<file path="config.mk">
export PLATFORM = sky130hd
export DESIGN_NAME = texture_page_quad_splitter_unit_flat
export DESIGN_NICKNAME = d
export VERILOG_FILES = /design/src/hdl/tpq_pkg.sv /design/src/hdl/tpq_if.sv /design/src/hdl/texture_page_quad_splitter_unit.sv /design/src/hdl/tpq_ctrl.sv /design/src/hdl/tpq_dp.sv /design/src/flat_wrapper.sv
export SDC_FILE = /design/constraint.sdc
export NUM_CORES = 1
export LEC_CHECK = 0
export BUFFER_PORTS_ARGS = -buffer_cell sky130_fd_sc_hd__buf_4
export CORE_UTILIZATION = 59
export CTS_CLUSTER_DIAMETER = 60
export CTS_CLUSTER_SIZE = 25
export DETAILED_ROUTE_END_ITERATION = 10
export PLACE_DENSITY = 0.89
export SLEW_MARGIN = 20
export SYNTH_ARGS = -nofsm -noshare
export SYNTH_HDL_FRONTEND = slang
export SYNTH_HIERARCHICAL = 1
export SYNTH_SLANG_ARGS = --single-unit
</file>
<file path="constraint.sdc">
create_clock -name clk -period 8.2 [get_ports clk]
set_input_delay 1.64 -clock clk [delete_from_list [all_inputs] [get_ports clk]]
set_output_delay 1.64 -clock clk [all_outputs]
set_load 0.005 [all_outputs]
</file>
<file path="src/hdl/tpq_pkg.sv">
// ----------------------------------------------------------------------------
// tpq_pkg
// Shared types, constants and helpers for the texture page quad splitter.
// ----------------------------------------------------------------------------
`default_nettype none

package tpq_pkg;

	// page geometry; PAGE_TEXELS must be a power of two no larger than 256
	localparam int PAGE_TEXELS = 256;
	localparam int MAX_QUADS   = 17;
	localparam int CNT_W       = $clog2(MAX_QUADS);

	localparam logic [8:0] PG_SPAN    = 9'(PAGE_TEXELS);
	localparam logic [7:0] U_MASK     = 8'(PAGE_TEXELS - 1);
	localparam logic [8:0] U_CLAMP_AT = 9'd256;
	localparam logic [7:0] U_MAX      = 8'd255;
	localparam logic [CNT_W-1:0] LAST_IDX = CNT_W'(MAX_QUADS - 1);

	// field widths
	localparam int SCR_W_W = 10;
	localparam int SCR_H_W = 9;
	localparam int PIX_W   = 12;
	localparam int X_W     = 12;

	// color modes
	localparam logic [1:0] MODE_4BIT  = 2'd0;
	localparam logic [1:0] MODE_8BIT  = 2'd1;
	localparam logic [1:0] MODE_16BIT = 2'd2;

	// configuration register indexes
	localparam logic [0:0] CFG_SCREEN_WIDTH  = 1'd0;
	localparam logic [0:0] CFG_SCREEN_HEIGHT = 1'd1;

	localparam logic [SCR_W_W-1:0] SCREEN_WIDTH_RST  = 10'd320;
	localparam logic [SCR_H_W-1:0] SCREEN_HEIGHT_RST = 9'd240;

	typedef enum logic [1:0] {
		ST_IDLE,
		ST_PREP,
		ST_RUN
	} tpq_state_t;

	typedef struct packed {
		logic load;
		logic prep;
		logic step;
	} tpq_cmd_t;

	typedef struct packed {
		logic zero_width;
		logic last;
	} tpq_sts_t;

	typedef struct packed {
		logic [1:0] color_mode;
		logic [9:0] width_words;
		logic [8:0] image_height;
		logic [9:0] vram_x;
		logic [8:0] vram_y;
		logic       has_palette;
		logic [7:0] shade_level;
	} tpq_item_t;

	typedef struct packed {
		logic signed [11:0] x_left;
		logic signed [11:0] x_right;
		logic [8:0]         y_top;
		logic [9:0]         y_bottom;
		logic [7:0]         u_left;
		logic [7:0]         u_right;
		logic [7:0]         v_top;
		logic [7:0]         v_bottom;
		logic [10:0]        page_column;
		logic [7:0]         shade_out;
		logic               palette_enable;
		logic               last_quad;
	} tpq_quad_t;

	// texel-per-word shift: 16-bit x1, 8-bit x2, 4-bit x4
	function automatic logic [1:0] tpq_shift(input logic [1:0] mode);
		logic [1:0] s;
		case (mode)
			MODE_16BIT: s = 2'd0;
			MODE_8BIT:  s = 2'd1;
			MODE_4BIT:  s = 2'd2;
			default:    s = 2'd2;
		endcase
		return s;
	endfunction

endpackage

`default_nettype wire

</file>
<file path="src/hdl/tpq_if.sv">
// ----------------------------------------------------------------------------
// tpq_if
// Channel interfaces: image request, quad result and configuration write.
// ----------------------------------------------------------------------------
`default_nettype none

interface tpq_req_if;
	logic       valid;
	logic       ready;
	logic [1:0] color_mode;
	logic [9:0] width_words;
	logic [8:0] image_height;
	logic [9:0] vram_x;
	logic [8:0] vram_y;
	logic       has_palette;
	logic [7:0] shade_level;

	modport source (output valid, color_mode, width_words, image_height, vram_x,
		vram_y, has_palette, shade_level, input ready);
	modport sink (input valid, color_mode, width_words, image_height, vram_x,
		vram_y, has_palette, shade_level, output ready);
endinterface

interface tpq_quad_if;
	logic               valid;
	logic               ready;
	logic signed [11:0] x_left;
	logic signed [11:0] x_right;
	logic [8:0]         y_top;
	logic [9:0]         y_bottom;
	logic [7:0]         u_left;
	logic [7:0]         u_right;
	logic [7:0]         v_top;
	logic [7:0]         v_bottom;
	logic [10:0]        page_column;
	logic [7:0]         shade_out;
	logic               palette_enable;
	logic               last_quad;

	modport source (output valid, x_left, x_right, y_top, y_bottom, u_left, u_right,
		v_top, v_bottom, page_column, shade_out, palette_enable, last_quad,
		input ready);
	modport sink (input valid, x_left, x_right, y_top, y_bottom, u_left, u_right,
		v_top, v_bottom, page_column, shade_out, palette_enable, last_quad,
		output ready);
endinterface

interface tpq_cfg_if;
	logic       valid;
	logic       ready;
	logic [0:0] index;
	logic [9:0] data;

	modport source (output valid, index, data, input ready);
	modport sink (input valid, index, data, output ready);
endinterface

`default_nettype wire

</file>
<file path="src/hdl/texture_page_quad_splitter_unit.sv">
// Requests latch in IDLE, set up in PREP and, unless zero-width, walk in RUN.
// One quad per cycle from the page walker while the result register is free;
// an image of N quads (N <= 17) holds the request side for PREP and N steps.
// The request side reopens while the final quad still waits in the result register.
// Reset: arst_n clears the sequencer and result valid, screen size to 320 x 240.
// ----------------------------------------------------------------------------
// texture_page_quad_splitter_unit
// Centers an image on screen and cuts it into textured quads at page edges.
// ----------------------------------------------------------------------------
`default_nettype none

module texture_page_quad_splitter_unit (
	input wire logic clk,
	input wire logic arst_n,
	tpq_req_if.sink    req,
	tpq_quad_if.source quad,
	tpq_cfg_if.sink    cfg
);
	import tpq_pkg::*;

	tpq_item_t item;
	tpq_quad_t quad_d;
	tpq_cmd_t  cmd;
	tpq_sts_t  sts;

	always_comb begin
		item.color_mode   = req.color_mode;
		item.width_words  = req.width_words;
		item.image_height = req.image_height;
		item.vram_x       = req.vram_x;
		item.vram_y       = req.vram_y;
		item.has_palette  = req.has_palette;
		item.shade_level  = req.shade_level;
	end

	tpq_ctrl u_ctrl (
		.clk       (clk),
		.arst_n    (arst_n),
		.in_valid  (req.valid),
		.in_ready  (req.ready),
		.out_valid (quad.valid),
		.out_ready (quad.ready),
		.sts       (sts),
		.cmd       (cmd)
	);

	tpq_dp u_dp (
		.clk    (clk),
		.arst_n (arst_n),
		.cfg    (cfg),
		.item   (item),
		.cmd    (cmd),
		.sts    (sts),
		.quad   (quad_d)
	);

	assign quad.x_left         = quad_d.x_left;
	assign quad.x_right        = quad_d.x_right;
	assign quad.y_top          = quad_d.y_top;
	assign quad.y_bottom       = quad_d.y_bottom;
	assign quad.u_left         = quad_d.u_left;
	assign quad.u_right        = quad_d.u_right;
	assign quad.v_top          = quad_d.v_top;
	assign quad.v_bottom       = quad_d.v_bottom;
	assign quad.page_column    = quad_d.page_column;
	assign quad.shade_out      = quad_d.shade_out;
	assign quad.palette_enable = quad_d.palette_enable;
	assign quad.last_quad      = quad_d.last_quad;

`ifndef SYNTHESIS
	a_step_slot_free: assert property (@(posedge clk) disable iff (!arst_n)
		cmd.step |-> (!quad.valid || quad.ready))
		else $error("quad step with result register occupied");

	a_quads_back_to_back: assert property (@(posedge clk) disable iff (!arst_n)
		(quad.valid && quad.ready && !quad.last_quad) |=> quad.valid)
		else $error("gap inside an image's quad run");

	a_req_only_after_image: assert property (@(posedge clk) disable iff (!arst_n)
		req.ready |-> !(quad.valid && !quad.last_quad))
		else $error("request taken while an image is still in flight");
`endif

endmodule

`default_nettype wire

</file>
<file path="src/hdl/tpq_ctrl.sv">
// ----------------------------------------------------------------------------
// tpq_ctrl
// Controller: sequences load, setup and per-quad steps; owns the result
// valid flag.
// ----------------------------------------------------------------------------
`default_nettype none

module tpq_ctrl (
	input  wire logic              clk,
	input  wire logic              arst_n,
	input  wire logic              in_valid,
	output logic                   in_ready,
	output logic                   out_valid,
	input  wire logic              out_ready,
	input  wire tpq_pkg::tpq_sts_t sts,
	output tpq_pkg::tpq_cmd_t      cmd
);
	import tpq_pkg::*;

	tpq_state_t state_q, state_nxt;
	logic       out_valid_q;
	logic       slot_free;

	assign slot_free = !out_valid_q || out_ready;

	always_comb begin
		state_nxt = state_q;
		case (state_q)
			ST_IDLE: begin
				if (in_valid) state_nxt = ST_PREP;
			end
			ST_PREP: begin
				state_nxt = sts.zero_width ? ST_IDLE : ST_RUN;
			end
			ST_RUN: begin
				if (slot_free && sts.last) state_nxt = ST_IDLE;
			end
			default: state_nxt = ST_IDLE;
		endcase
	end

	always_comb begin
		in_ready = 1'b0;
		cmd      = '0;
		case (state_q)
			ST_IDLE: begin
				in_ready = 1'b1;
				cmd.load = in_valid;
			end
			ST_PREP: begin
				cmd.prep = 1'b1;
			end
			ST_RUN: begin
				cmd.step = slot_free;
			end
			default: begin
				in_ready = 1'b0;
			end
		endcase
	end

	always_ff @(posedge clk or negedge arst_n) begin
		if (!arst_n) begin
			state_q     <= ST_IDLE;
			out_valid_q <= 1'b0;
		end else begin
			state_q <= state_nxt;
			if (cmd.step) out_valid_q <= 1'b1;
			else if (out_ready) out_valid_q <= 1'b0;
		end
	end

	assign out_valid = out_valid_q;

endmodule

`default_nettype wire

</file>
<file path="src/hdl/tpq_dp.sv">
// ----------------------------------------------------------------------------
// tpq_dp
// Datapath: screen registers, image setup (centering, clamp) and the page
// walker that emits one quad per step into the result register.
// ----------------------------------------------------------------------------
`default_nettype none

module tpq_dp (
	input  wire logic               clk,
	input  wire logic               arst_n,
	tpq_cfg_if.sink                 cfg,
	input  wire tpq_pkg::tpq_item_t item,
	input  wire tpq_pkg::tpq_cmd_t  cmd,
	output tpq_pkg::tpq_sts_t       sts,
	output tpq_pkg::tpq_quad_t      quad
);
	import tpq_pkg::*;

	logic [SCR_W_W-1:0] sw_q;
	logic [SCR_H_W-1:0] sh_q;

	// latched request
	logic [1:0] shift_q;
	logic [9:0] wwords_q;
	logic [8:0] hgt_q;
	logic [9:0] vx_q;
	logic [8:0] vy_q;
	logic       pal_q;
	logic [7:0] shade_q;

	// walker state
	logic [X_W-1:0]   x_q;
	logic [PIX_W-1:0] rem_q;
	logic [PIX_W-1:0] done_q;
	logic [8:0]       u_q;
	logic [CNT_W-1:0] cnt_q;
	logic [8:0]       yt_q;
	logic [9:0]       yb_q;
	logic [7:0]       vb_q;

	// setup
	logic [8:0]         h_clamp;
	logic [PIX_W-1:0]   pix_w;
	logic signed [12:0] diff_x;
	logic signed [12:0] off_x;
	logic [8:0]         off_y;
	logic [7:0]         u0;

	// step
	logic [8:0]       room;
	logic [8:0]       w;
	logic [8:0]       u_sum;
	logic [PIX_W-1:0] done_words;
	logic             last;

	assign cfg.ready = 1'b1;

	always_ff @(posedge clk or negedge arst_n) begin
		if (!arst_n) begin
			sw_q <= SCREEN_WIDTH_RST;
			sh_q <= SCREEN_HEIGHT_RST;
		end else if (cfg.valid) begin
			if (cfg.index == CFG_SCREEN_WIDTH) sw_q <= cfg.data;
			if (cfg.index == CFG_SCREEN_HEIGHT) sh_q <= cfg.data[SCR_H_W-1:0];
		end
	end

	always_comb begin
		h_clamp = (hgt_q > sh_q) ? sh_q : hgt_q;
		pix_w   = {2'b00, wwords_q} << shift_q;
		diff_x  = $signed({3'b000, sw_q}) - $signed({1'b0, pix_w});
		// halve, rounding toward zero
		off_x   = (diff_x + $signed({12'd0, diff_x[12]})) >>> 1;
		off_y   = (sh_q - h_clamp) >> 1;
		u0      = ({2'b00, vx_q[5:0]} << shift_q) & U_MASK;
	end

	always_comb begin
		room       = PG_SPAN - u_q;
		w          = ({3'b000, room} > rem_q) ? rem_q[8:0] : room;
		u_sum      = u_q + w;
		done_words = done_q >> shift_q;
		last       = (rem_q == {3'b000, w}) || (cnt_q == LAST_IDX);
	end

	assign sts.zero_width = (wwords_q == 10'd0);
	assign sts.last       = last;

	always_ff @(posedge clk) begin
		if (cmd.load) begin
			shift_q  <= tpq_shift(item.color_mode);
			wwords_q <= item.width_words;
			hgt_q    <= item.image_height;
			vx_q     <= item.vram_x;
			vy_q     <= item.vram_y;
			pal_q    <= item.has_palette;
			shade_q  <= item.shade_level;
		end
		if (cmd.prep) begin
			x_q    <= off_x[X_W-1:0];
			rem_q  <= pix_w;
			done_q <= '0;
			u_q    <= {1'b0, u0};
			cnt_q  <= '0;
			yt_q   <= off_y;
			yb_q   <= {1'b0, off_y} + {1'b0, h_clamp};
			vb_q   <= 8'(vy_q + h_clamp);
		end
		if (cmd.step) begin
			quad.x_left         <= $signed(x_q);
			quad.x_right        <= $signed(x_q + {3'b000, w});
			quad.y_top          <= yt_q;
			quad.y_bottom       <= yb_q;
			quad.u_left         <= u_q[7:0];
			quad.u_right        <= (u_sum >= U_CLAMP_AT) ? U_MAX : u_sum[7:0];
			quad.v_top          <= vy_q[7:0];
			quad.v_bottom       <= vb_q;
			quad.page_column    <= {1'b0, vx_q} + done_words[10:0];
			quad.shade_out      <= shade_q;
			quad.palette_enable <= pal_q;
			quad.last_quad      <= last;

			x_q    <= x_q + {3'b000, w};
			rem_q  <= rem_q - {3'b000, w};
			done_q <= done_q + {3'b000, w};
			u_q    <= (u_sum >= PG_SPAN) ? (u_sum - PG_SPAN) : u_sum;
			cnt_q  <= cnt_q + 1'b1;
		end
	end

endmodule

`default_nettype wire
</file>
<file path="src/flat_wrapper.sv">
// flat-port wrapper written by rule: the top's interface ports become plain ports
module texture_page_quad_splitter_unit_flat import tpq_pkg::*;
  (clk, arst_n, req_valid, req_color_mode, req_width_words, req_image_height, req_vram_x, req_vram_y, req_has_palette, req_shade_level, req_ready, quad_valid, quad_x_left, quad_x_right, quad_y_top, quad_y_bottom, quad_u_left, quad_u_right, quad_v_top, quad_v_bottom, quad_page_column, quad_shade_out, quad_palette_enable, quad_last_quad, quad_ready, cfg_valid, cfg_index, cfg_data, cfg_ready);
  tpq_req_if req_i ();
  tpq_quad_if quad_i ();
  tpq_cfg_if cfg_i ();
  input wire logic clk;
  input wire logic arst_n;
  input wire logic [$bits(req_i.valid)-1:0] req_valid;
  input wire logic [$bits(req_i.color_mode)-1:0] req_color_mode;
  input wire logic [$bits(req_i.width_words)-1:0] req_width_words;
  input wire logic [$bits(req_i.image_height)-1:0] req_image_height;
  input wire logic [$bits(req_i.vram_x)-1:0] req_vram_x;
  input wire logic [$bits(req_i.vram_y)-1:0] req_vram_y;
  input wire logic [$bits(req_i.has_palette)-1:0] req_has_palette;
  input wire logic [$bits(req_i.shade_level)-1:0] req_shade_level;
  output wire logic [$bits(req_i.ready)-1:0] req_ready;
  output wire logic [$bits(quad_i.valid)-1:0] quad_valid;
  output wire logic [$bits(quad_i.x_left)-1:0] quad_x_left;
  output wire logic [$bits(quad_i.x_right)-1:0] quad_x_right;
  output wire logic [$bits(quad_i.y_top)-1:0] quad_y_top;
  output wire logic [$bits(quad_i.y_bottom)-1:0] quad_y_bottom;
  output wire logic [$bits(quad_i.u_left)-1:0] quad_u_left;
  output wire logic [$bits(quad_i.u_right)-1:0] quad_u_right;
  output wire logic [$bits(quad_i.v_top)-1:0] quad_v_top;
  output wire logic [$bits(quad_i.v_bottom)-1:0] quad_v_bottom;
  output wire logic [$bits(quad_i.page_column)-1:0] quad_page_column;
  output wire logic [$bits(quad_i.shade_out)-1:0] quad_shade_out;
  output wire logic [$bits(quad_i.palette_enable)-1:0] quad_palette_enable;
  output wire logic [$bits(quad_i.last_quad)-1:0] quad_last_quad;
  input wire logic [$bits(quad_i.ready)-1:0] quad_ready;
  input wire logic [$bits(cfg_i.valid)-1:0] cfg_valid;
  input wire logic [$bits(cfg_i.index)-1:0] cfg_index;
  input wire logic [$bits(cfg_i.data)-1:0] cfg_data;
  output wire logic [$bits(cfg_i.ready)-1:0] cfg_ready;
  assign req_i.valid = req_valid;
  assign req_i.color_mode = req_color_mode;
  assign req_i.width_words = req_width_words;
  assign req_i.image_height = req_image_height;
  assign req_i.vram_x = req_vram_x;
  assign req_i.vram_y = req_vram_y;
  assign req_i.has_palette = req_has_palette;
  assign req_i.shade_level = req_shade_level;
  assign req_ready = req_i.ready;
  assign quad_valid = quad_i.valid;
  assign quad_x_left = quad_i.x_left;
  assign quad_x_right = quad_i.x_right;
  assign quad_y_top = quad_i.y_top;
  assign quad_y_bottom = quad_i.y_bottom;
  assign quad_u_left = quad_i.u_left;
  assign quad_u_right = quad_i.u_right;
  assign quad_v_top = quad_i.v_top;
  assign quad_v_bottom = quad_i.v_bottom;
  assign quad_page_column = quad_i.page_column;
  assign quad_shade_out = quad_i.shade_out;
  assign quad_palette_enable = quad_i.palette_enable;
  assign quad_last_quad = quad_i.last_quad;
  assign quad_i.ready = quad_ready;
  assign cfg_i.valid = cfg_valid;
  assign cfg_i.index = cfg_index;
  assign cfg_i.data = cfg_data;
  assign cfg_ready = cfg_i.ready;
  texture_page_quad_splitter_unit u_core (.clk(clk), .arst_n(arst_n), .req(req_i), .quad(quad_i), .cfg(cfg_i));
endmodule
</file>
==> impl_metrics.py <==
metrics = {
    "drt": {
        "drt_pass1_iterations": 5,
        "routed_wirelength_um": 27700,
        "via_per_inst": 5.86,
        "ant_nets": 0,
        "dr_total_vias": 8794,
        "avgRoutedWirePerCell_um": 18.5,
        "drt_iter0_markers": 573,
        "drc": 0,
    },
    "die": {
        "die_y_um": 150,
        "die_area_mm2": 0.0224,
        "dieWidth_um": 150,
        "start_util_pct": 60.7,
        "coreArea_mm2": 0.0212,
        "ios": 164,
        "rows": 53,
    },
    "clock_tree": {
        "cts_made_buffers": 18,
        "cts_tree": "yes",
        "clock_latency_ns": 0.50,
        "cts_sinks": 240,
        "max-clock-path-buffers": 3,
        "cts_resized": 0,
        "cts_hold_buffers": 0,
        "cts_root_buf": "clkbuf_16",
        "clkTransAtPathRegs_ns": 0.09,
        "cts_setup_buffers": 0,
        "htreeDepth": 1,
    },
    "placement": {
        "dp_hpwl_um": 19800,
        "place_ws_ns": 2.41,
        "routabilityCongestion": 0.908,
        "portBuffers": 160,
    },
    "critical_path": {
        "crit_arrival_ns": 6.24,
        "rrSetupSlack_ns": 2.21,
        "crit_fanout": 17,
        "r2r_cells": 21,
        "critPathLaunchType": "flop",
        "cp.required_ns": 8.45,
        "r2r_end": "u_core/u_dp/done_q[10]",
        "cp-end-kind": "flop",
        "r2r-start": "u_core/u_dp/u_q[0]",
        "crit_type": "reg2reg",
    },
    "sta": {
        "timing.hold.ws_ns": 0.415,
        "min_period_ns": 5.99,
        "fin_crit_sh_pct": 73.1,
        "fmax_mhz": 167,
        "slew_headroom_pct": 24.4,
        "worst_pin_slew_ns": 1.13,
        "clock_skew_ns": 0.0134,
        "rsz0062_at_grt": "false",
        "final_max_slew_viol_count": 0,
        "hold_violations": 0,
        "fin_setup_tns_ns": 0,
        "setup_viol": 0,
        "fin_ws_ns": 2.21,
    },
    "outcome": {
        "status": "finished clean",
    },
    "synth": {
        "synth_cell_types": 65,
        "synth_fp_nets": 1223,
        "syn_inst": 1049,
        "synth.ff_latch_count": 240,
        "synth_area_mm2": 0.0128,
        "syn_avg_cell_area_um2": 12.2,
        "synth_edf_count": 218,
        "synthArstFlopShare_pct": 9.17,
        "synth_warnings": 6,
        "post-synth-top-area-fraction_pct": 51.0,
        "synth_top_area_cell": "edfxtp_1",
        "yosys-top-cells-area": "edfxtp_1 51%, ha_1 9.7%, xnor2_1 3.3%",
        "seq_area_frac_synth_pct": 55.3,
        "synth_ff_type": "edfxtp_1",
    },
    "min_path": {
        "hp-start": "u_core/u_dp/yb_q[6]",
        "holdPathEnd": "u_core/u_dp/quad[59]",
        "hold_depth": 0,
        "hold_class": "reg2reg",
    },
    "global_route": {
        "grt_use_total_pct": 24.8,
        "antenna_found_initial": 1,
        "grt_max_degree": 142,
        "grt_pass1_vias": 8542,
        "grt_pass1_wl_um": 42700,
        "grt_overflow": 0,
    },
    "pwr": {
        "power_leakage_nw": 6.19,
        "vdd_ir_drop_max_uv": 332,
        "power_density_mw_per_mm2": 485,
    },
    "layout": {
        "multi_input_area_mm2": 0.00534,
        "area_delta_synth_final_pct": 16.6,
        "nNetsFinal": 1386,
        "seqCellArea_mm2": 0.00710,
        "post-route-util_pct": 70.8,
        "nFillCells": 1458,
        "drive_above_1_share_pct": 20.7,
    },
    "job": {
        "cap_violations": 0,
    },
}
through the flow:
stage	power [mW]	instance area, um2	std cells
after detailed placement	6.26	14400	1467
after floorplan	5.16	12800	1049
after global placement	6.04	14400	1467
after global routing	7.77	15000	1500
final	7.26	15000	1500
after CTS	7.26	15000	1499
sequential cells by signal (all words and copies together), names as in the netlist:
register                 flops
u_core/u_ctrl/out_valid      1
u_core/u_ctrl/state_q        2
u_core/u_dp/cnt_q            5
u_core/u_dp/done_q          12
u_core/u_dp/hgt_q            9
u_core/u_dp/pal_q            1
u_core/u_dp/quad            95
u_core/u_dp/rem_q           12
u_core/u_dp/sh_q             9
u_core/u_dp/shade_q          8
u_core/u_dp/shift_q          2
u_core/u_dp/sw_q            10
u_core/u_dp/u_q              8
u_core/u_dp/vb_q             8
u_core/u_dp/vx_q            10
u_core/u_dp/vy_q             8
u_core/u_dp/wwords_q        10
u_core/u_dp/x_q             12
u_core/u_dp/yb_q            10
u_core/u_dp/yt_q             8
cell type report:
type,count,area share [%]
multi-input combinational,706,35.7
clock inverter,10,0.894
clock buffer,22,3.25
sequential,240,47.4
tap,275,2.30
timing repair buffer,166,8.41
antenna,1,0.0167
inverter,80,2.01
worst max-delay path by stage:
stage,startpoint,to,slack (ns)
floorplan,quad_ready,u_core/u_dp/cnt_q[0],0.33
global placement,u_core/u_dp/u_q[1],u_core/u_dp/done_q[10],2.64
detailed placement,u_core/u_dp/u_q[1],u_core/u_dp/done_q[10],2.41
CTS,u_core/u_dp/u_q[1],u_core/u_dp/done_q[10],2.32
global route,u_core/u_dp/u_q[1],u_core/u_dp/done_q[10],1.80
finish,u_core/u_dp/u_q[0],u_core/u_dp/done_q[10],2.21
placed cells by master, fill, tap and decap left out, types with 30 or more instances in the layout:
| master | synthesis | final |
|---|---|---|
| edfxtp_1 | 218 | 218 |
| buf_4 | 4 | 165 |
| ha_1 | 100 | 100 |
| inv_1 | 80 | 80 |
| nand2_1 | 71 | 71 |
| a21oi_1 | 63 | 63 |
| nor2_1 | 62 | 62 |
| xnor2_1 | 49 | 49 |
| o21ai_0 | 47 | 45 |
| a21o_1 | 32 | 32 |
| mux2_2 | 30 | 30 |
| xor2_1 | 30 | 30 |
logic make-up (layout without fill, tap and decap cells):
group	Yosys count	after routing	share of synthesized area, %
XOR/XNOR	80	80	5.52
flip-flops	240	240	55.3
AND/OR/NAND/NOR	253	253	9.56
buffers and inverters	103	278	3.13
adder cells (fa/ha/maj)	109	109	11.2
other	2	3	0.0585
AO/OA/AOI/OAI	207	207	10.3
multiplexers	55	55	4.97
worst max-delay path, stage by stage, from the launching register on:
cell and delay, ns:
edfxtp_1 0.49, inv_1 0.15, ha_1 0.19, nand2_1 0.08, or3_1 0.36, xor2_1 0.26, ha_1 0.31, nand4_1 0.12
a21oi_1 0.08, o41ai_4 0.77, nand2_1 0.10, o21ai_0 0.37, inv_1 0.37, fa_1 0.50, nor2b_1 0.17, o21ai_0 0.13
a21oi_1 0.20, o21ai_0 0.13, a21boi_0 0.38, o2111ai_1 0.20, and4_1 0.22, o21a_1 0.17
power breakdown:
group          internal, mW  switching (mW)  total, mW
Clock                 0.460           0.471      0.931
Combinational          1.70            2.23       3.93
Sequential             2.15           0.257       2.41
Total                  4.31            2.96       7.26
synthesized netlist by cell type (all sizes together), types with 7 or more instances:
library cell  count
o21a             12
or3               7
fa                9
clkbuf           14
xnor2            50
nand2b           13
ha              100
xor2             30
and2              8
o21ai            51
inv              80
nor2b            22
a21o             32
nor2             63
edfxtp          218
a21oi            64
buf               9
nand3            18
nor3             21
dfrtp            16
mux2i            21
nand2            71
mux2             30
layer usage:
layer	global-route usage, %	wire length (um)	share of wire, %
met2	42.7	13800	50
met3	2.99	1830	6.6
met1	32.1	11200	40
met5	0	0	0
met4	9.64	897	3.2
Power figures use the tool's default switching activity.
